--- src/hdl/gmg_pkg.sv ---
// Package: shared types, constants and codes of the topic model Gibbs sampler.
`timescale 1ns / 1ps
package gmg_pkg;

	localparam int MAX_TOPICS_DEF  = 64;
	localparam int MAX_DOCS_DEF    = 1024;
	localparam int DEP_VOCAB_DEF   = 4096;
	localparam int GOV_VOCAB_DEF   = 4096;
	localparam int COUNT_WIDTH_DEF = 20;

	localparam int CFG_DW   = 24;
	localparam int CFG_IW   = 3;
	localparam int DENW     = 41;   // (total << 16) + vsize * beta
	localparam int TOT_W    = 24;
	localparam int W48      = 48;
	localparam int TOPIC_W  = 6;
	localparam int DOC_W    = 10;
	localparam int WORD_W   = 12;
	localparam int DRAW_W   = 32;
	localparam int NTOP_W   = 7;
	localparam int VSIZE_W  = 13;

	typedef enum logic [CFG_IW-1:0] {
		CFG_ALPHA     = 3'd0,
		CFG_BETA_DEP  = 3'd1,
		CFG_BETA_GOV  = 3'd2,
		CFG_NUM_TOP   = 3'd3,
		CFG_DEP_VSIZE = 3'd4,
		CFG_GOV_VSIZE = 3'd5
	} cfg_reg_t;

	typedef enum logic [4:0] {
		ST_CLEAR, ST_IDLE, ST_MOD1, ST_MOD2, ST_REM_RD, ST_REM_WR,
		ST_K_RD, ST_K_LD, ST_K_DIV, ST_MUL1, ST_MUL2, ST_ACC,
		ST_THR1, ST_THR2, ST_SC_RD, ST_SC_CMP, ST_ADD_RD, ST_ADD_WR, ST_OUT
	} gmg_state_t;

	typedef enum logic [4:0] {
		OP_NOP, OP_CLEAR, OP_CAPTURE, OP_MOD1, OP_MOD2, OP_REM_RD, OP_REM_WR,
		OP_K_RD, OP_K_LD, OP_MUL1, OP_MUL2, OP_ACC, OP_THR1, OP_THR2,
		OP_SC_RD, OP_SC_CMP, OP_ADD_RD, OP_ADD_WR, OP_OUT
	} dp_op_t;

	typedef struct packed {
		dp_op_t op;
	} gmg_cmd_t;

	typedef struct packed {
		logic clr_last;
		logic mode;
		logic div_done;
		logic k_last;
		logic hit;
		logic out_free;
	} gmg_status_t;

endpackage

--- src/hdl/gmg_ctrl.sv ---
// Controller: sequences the table clear, capture, count updates, topic weighing and the draw.
`timescale 1ns / 1ps
module gmg_ctrl (
	input  logic                 clk,
	input  logic                 arst_n,
	input  logic                 tok_valid,
	output logic                 tok_ready,
	input  gmg_pkg::gmg_status_t status,
	output gmg_pkg::gmg_cmd_t    cmd
);
	gmg_pkg::gmg_state_t state_q, state_d;

	always_ff @(posedge clk or negedge arst_n) begin
		if (!arst_n) state_q <= gmg_pkg::ST_CLEAR;
		else         state_q <= state_d;
	end

	always_comb begin
		state_d   = state_q;
		cmd.op    = gmg_pkg::OP_NOP;
		tok_ready = 1'b0;
		case (state_q)
			gmg_pkg::ST_CLEAR: begin
				cmd.op = gmg_pkg::OP_CLEAR;
				if (status.clr_last) state_d = gmg_pkg::ST_IDLE;
			end
			gmg_pkg::ST_IDLE: begin
				tok_ready = 1'b1;
				if (tok_valid) begin
					cmd.op  = gmg_pkg::OP_CAPTURE;
					state_d = gmg_pkg::ST_MOD1;
				end
			end
			gmg_pkg::ST_MOD1: begin
				cmd.op  = gmg_pkg::OP_MOD1;
				state_d = gmg_pkg::ST_MOD2;
			end
			gmg_pkg::ST_MOD2: begin
				cmd.op  = gmg_pkg::OP_MOD2;
				state_d = status.mode ? gmg_pkg::ST_REM_RD : gmg_pkg::ST_ADD_RD;
			end
			gmg_pkg::ST_REM_RD: begin
				cmd.op  = gmg_pkg::OP_REM_RD;
				state_d = gmg_pkg::ST_REM_WR;
			end
			gmg_pkg::ST_REM_WR: begin
				cmd.op  = gmg_pkg::OP_REM_WR;
				state_d = gmg_pkg::ST_K_RD;
			end
			gmg_pkg::ST_K_RD: begin
				cmd.op  = gmg_pkg::OP_K_RD;
				state_d = gmg_pkg::ST_K_LD;
			end
			gmg_pkg::ST_K_LD: begin
				cmd.op  = gmg_pkg::OP_K_LD;
				state_d = gmg_pkg::ST_K_DIV;
			end
			gmg_pkg::ST_K_DIV: begin
				if (status.div_done) state_d = gmg_pkg::ST_MUL1;
			end
			gmg_pkg::ST_MUL1: begin
				cmd.op  = gmg_pkg::OP_MUL1;
				state_d = gmg_pkg::ST_MUL2;
			end
			gmg_pkg::ST_MUL2: begin
				cmd.op  = gmg_pkg::OP_MUL2;
				state_d = gmg_pkg::ST_ACC;
			end
			gmg_pkg::ST_ACC: begin
				cmd.op  = gmg_pkg::OP_ACC;
				state_d = status.k_last ? gmg_pkg::ST_THR1 : gmg_pkg::ST_K_RD;
			end
			gmg_pkg::ST_THR1: begin
				cmd.op  = gmg_pkg::OP_THR1;
				state_d = gmg_pkg::ST_THR2;
			end
			gmg_pkg::ST_THR2: begin
				cmd.op  = gmg_pkg::OP_THR2;
				state_d = gmg_pkg::ST_SC_RD;
			end
			gmg_pkg::ST_SC_RD: begin
				cmd.op  = gmg_pkg::OP_SC_RD;
				state_d = gmg_pkg::ST_SC_CMP;
			end
			gmg_pkg::ST_SC_CMP: begin
				cmd.op  = gmg_pkg::OP_SC_CMP;
				state_d = (status.hit || status.k_last) ? gmg_pkg::ST_ADD_RD
					: gmg_pkg::ST_SC_RD;
			end
			gmg_pkg::ST_ADD_RD: begin
				cmd.op  = gmg_pkg::OP_ADD_RD;
				state_d = gmg_pkg::ST_ADD_WR;
			end
			gmg_pkg::ST_ADD_WR: begin
				cmd.op  = gmg_pkg::OP_ADD_WR;
				state_d = gmg_pkg::ST_OUT;
			end
			gmg_pkg::ST_OUT: begin
				if (status.out_free) begin
					cmd.op  = gmg_pkg::OP_OUT;
					state_d = gmg_pkg::ST_IDLE;
				end
			end
			default: state_d = gmg_pkg::ST_CLEAR;
		endcase
	end
endmodule

--- config.mk ---
export PLATFORM = sky130hd
export DESIGN_NAME = gmg_ctrl
export DESIGN_NICKNAME = d
export VERILOG_FILES = /design/src/hdl/gmg_pkg.sv /design/src/hdl/gmg_ctrl.sv
export SDC_FILE = /design/constraint.sdc
export NUM_CORES = 1
export LEC_CHECK = 0
export ABC_CLOCK_PERIOD_IN_PS = 1590
export BUFFER_PORTS_ARGS = -buffer_cell sky130_fd_sc_hd__buf_2
export CELL_PAD_IN_SITES_DETAIL_PLACEMENT = 0
export CELL_PAD_IN_SITES_GLOBAL_PLACEMENT = 2
export CORE_MARGIN = 10
export CORE_UTILIZATION = 26
export DETAILED_ROUTE_END_ITERATION = 10
export HOLD_SLACK_MARGIN = 0.02
export PLACE_DENSITY_LB_ADDON = 0.1
export SYNTH_ARGS = -nofsm -noshare
export SYNTH_HDL_FRONTEND = slang
export SYNTH_SLANG_ARGS = --single-unit
--- constraint.sdc ---
create_clock -name clk -period 1.59 [get_ports clk]
set_input_delay 0 -clock clk [delete_from_list [all_inputs] [get_ports clk]]
set_output_delay 0 -clock clk [all_outputs]
set_load 0.01 [all_outputs]
## Word level (Yosys, flattened, before mapping)

Index checks and enable logic that the tools add are counted.

| storage, ports and cells | value |
|---|---|
| register bits | 5 |
| input bits | 9 |

| cells by class | value |
|---|---|
| equal/unequal tests | 22 |
| mux-type cells | 12 |
| reduce and logical (&&, ||, !) cells | 3 |

Operators with widths:

| cell | count |
|---|---|
| case mux 5 bit (19 select lines) | 1 |
| case mux 5 bit (18 select lines) | 1 |
| == test 5 x 4 -> 1 bit (second input constant) | 8 |
| 2-to-1 mux 5 bit | 7 |
| == test 5 x 3 -> 1 bit (second input constant) | 4 |
| == test 5 bit (second input constant) | 3 |
| == test 5 x 2 -> 1 bit (second input constant) | 2 |
| != test 2 bit (second input constant) | 4 |
| == test 5 x 1 -> 1 bit (second input constant) | 1 |
| zero test 5 bit | 1 |
| 2-to-1 mux 4 bit | 1 |
| AND reduction 4 bit | 1 |
| 2-to-1 mux 2 bit | 1 |
| logical OR 1 bit | 1 |
| 2-to-1 mux 1 bit | 1 |

## Depth between registers and ports, before layout

| depth | value |
|---|---|
| depth in word-level cells | 3 |
| gate-level depth with buffers | 6 |
| gate-level depth less buffers | 4 |

## Worst setup path after synthesis

Ideal clock, no wire load.

| path | value |
|---|---|
| kind | flip-flop to flip-flop |
| start | reg state_q[0] |
| end | reg state_q[0] |
| library setup time | 133 ps |
| arrival | 1,064 ps |
| data required time | 1,457 ps |
| setup slack | 393 ps |
| cell stages (with the launch flop) | 7 |
| path buffers | 2 |
| cell sequence | dfrtp_1 buf_2 buf_2 nor3_1 a21oi_1 a21oi_1 a21oi_2 |

| on the way | value |
|---|---|
| longest elaborated chain between the ends | 3 |
| elaborated cells between the ends (all ways) | 25 |
| classes of those cells | 22 x eq/ne; 1 x mux; 2 x reduce/logical |

Ends and longest elaborated chain:

| item | RTL line | RTL |
|---|---|---|
| from (decl) | gmg_ctrl.sv:11 | `gmg_pkg::gmg_state_t state_q, state_d;` |
| from (signal assigned) | gmg_ctrl.sv:14 | `if (!arst_n) state_q <= gmg_pkg::ST_CLEAR;` |
| from (signal assigned) | gmg_ctrl.sv:15 | `else state_q <= state_d;` |
| == test 5 x 4 -> 1 bit (tied with other cells) | gmg_ctrl.sv:22 | `case (state_q)` |
| != test 2 bit (no source line) | - |  |
| AND reduction 4 bit (no source line) | - |  |

Parallel ways exist; a longest one is shown, timed or not.
A chain may end at the register's enable or synchronous reset.

==> metrics.txt <==
outcome finished, final reports clean; Root Driver clkbuf_4; Detailed Routing Iterations Pass 1 4; Area after DPL 648 µm²; FMAX 0.684 GHz; post-synthesis mux area share 5.65%; mapped cell area 532 µm²; Synth Area in XOR/XNOR 3.29%; period utilization 92.0%; All-Layer GR Usage 7.50%; initial antenna violation count 0; largest family of logic cells by synthesized area simple AND/OR/NAND/NOR gates; leak pwr 0.333 nW; Min Hold Slack 0.102 ns; Largest register FFs 5; dpl hpwl 1200 µm; Hold Vio Cnt, Final 0; Seq cells post-synth 5; total CTS buffers 3; worst hold path class primary input to asynchronous set/reset pin; reg2reg end state_q[0]$_DFFE_PN0P_; Clock Skews 0.000918 ns; Synth Area in Compound Gates 27.8%; Syn Inst Count 73; Least-Margin Pin Slew 0.303 ns; crit path to cmd[1]; clk_lat worst skew 0.24 ns; crit start category register; average vias per placed instance 4.86; Syn Nets 82; Rows 16; vias 607; Synth area leader dfrtp_1; peak supply drop 0.837 mV; Synth area leaders dfrtp_1, a21oi_1, mux2i_1; area share of the largest cell type after synthesis 23.5%; IO Pins 15; Routed wire per std cell 12.7 µm; worst slack, placed 0.196 ns; die height 65.2 µm; Critical Path RT 1.59 ns; Top Registers state_q: 5 flops; Routed WL 1580 µm; Port Buffers 14; share of layout cells above drive strength 1 39.8%; Reg clk slew, reported paths 0.04 ns; CTS tree built; largest net degree at the start of global routing 13; Max FO, Critical Path 9; Rel. slew slack 79.8%; Nets 108; ANT nets after route 0; diode count 0; Core Box Area 0.00196 mm²; crit path time final 1.46 ns; Die ar. 0.00425 mm²; Yosys cell types 32; Syn. warnings 0; first-pass GRT wire length 2610 µm; Setup violations, final 0; Power Density 2220 mW/mm²; kind of critical path register to primary output; Final TNS setup 0 ns; GPL Wtd Cong 0.787; fin. max-slew vios 0; post-synthesis sequential area ratio 23.5%; worst path arrival time 1.46 ns; Final WS setup 0.128 ns; mean area per synthesized cell 7.28 µm²; Initial Util 27.1%; Largest Register state_q; Critical R2R Launch state_q[2]$_DFFE_PN0P_; area delta synth->final 41.4%; r2r worst-path depth 5; reg2reg setup slack 0.20 ns; CP Launch Point state_q[3]$_DFFE_PN0P_; design area 752 µm²; DRC 0; CP endpoint kind primary output; DRT iter0 DRCs 14; max-cap violation count 0; total power 1.67 mW; vias in the first global route 576; adder-cell area share of the yosys netlist 0%; Synth Area in Simple Gates 30.1%; Die W 65.2 µm; grt ovf 0; clock buffer depth 2; CTS sink count 5; RSZ-0062 raised after global routing no; htree depth 1
through the flow:
step	cells	utilization, %
global route	125	38.3
finish	125	38.3
CTS	119	35.1
global placement	114	33.0
detailed placement	114	33.0
floorplan	73	-
timing repair:
item / CTS / global route
pin swaps: 0 / 0
hold buffers: 1 / 0
gates resized for setup: 3 / 2
setup endpoints to repair: 1 / 2
buffers inserted: 0 / 6
endpoints found under the hold margin: 5 / 0
power breakdown:
part           leakage, nW  switching, mW  total, mW  internal (mW)
registers           0.0573          0.166      0.368          0.202
clock network       0.0150         0.0496      0.144         0.0947
logic                0.261          0.555       1.16          0.601
cell usage after synthesis:
library cell / number
nor4b_1: 1
o22ai_1: 1
nand3_1: 2
o211ai_1: 1
buf_2: 5
nor2b_1: 4
inv_2: 1
nand2_2: 1
clkbuf_1: 1
nor3_1: 3
nand2b_1: 4
or4_1: 1
a31oi_1: 1
nand4b_1: 1
mux2i_1: 3
dfrtp_1: 5
a211oi_1: 1
nor2_1: 7
o31ai_1: 3
o41a_1: 1
inv_1: 2
a22oi_1: 1
a21oi_1: 6
a21oi_2: 1
xor2_1: 1
and3_1: 1
nor3_2: 1
xnor2_1: 1
buf_6: 1
nand2_1: 3
o21ai_0: 2
o21ai_1: 6
cell families after synthesis:
kind of cell / Yosys count
flops: 5
xor+xnor: 2
buf+inv: 10
compound gates: 24
simple gates: 29
mux: 3
routing by layer:
| metal | track usage [%] | wire, µm |
|---|---|---|
| met1 | 8.92 | 761 |
| met2 | 12.7 | 783 |
| met3 | 1.02 | 19 |
| met4 | 4.01 | 19 |
| met5 | 0 | 0 |
placed cells by master (no fill, tap or decap), types with 2 or more instances in the layout:
master / count
buf_2: 14
buf_4: 12
nor2_1: 7
a21oi_1: 6
o21ai_1: 6
nand2b_1: 4
nor2b_1: 4
dfrtp_2: 4
nand2_1: 3
mux2i_1: 3
o31ai_1: 3
clkbuf_4: 3
nor3_1: 2
nor3_2: 2
inv_1: 2
nand3_1: 2
o21ai_0: 2
area by class of cell:
class                           count  area (µm²)
Multi-Input combinational cell     58         360
Tap cell                           27        33.8
Clock buffer                        4        26.3
Sequential cell                     5         130
Fill cell                         231        1210
Timing Repair Buffer               28         190
Inverter                            3        11.3
worst max-delay path, cell delays in order (launching register included):
cell and delay [ns]:
dfrtp_2 0.47, nand2b_1 0.22, nor3_2 0.15, a22oi_1 0.09, o22ai_1 0.14, buf_2 0.15
worst min path at each step:
stage / to / slack (ns) / cells past startpoint
2_1_floorplan: state_q[0]$_DFFE_PN0P_ / -0.30 / 0
3_3_place_gp: state_q[0]$_DFFE_PN0P_ / -0.18 / 1
3_5_place_dp: state_q[1]$_DFFE_PN0P_ / -0.18 / 1
4_1_cts: state_q[4]$_DFFE_PN0P_ / 0.1 / 2
5_1_grt: state_q[3]$_DFFE_PN0P_ / 0.14 / 2
6_report: state_q[3]$_DFFE_PN0P_ / 0.10 / 2
Note: power is estimated with default switching activity, not from simulation.
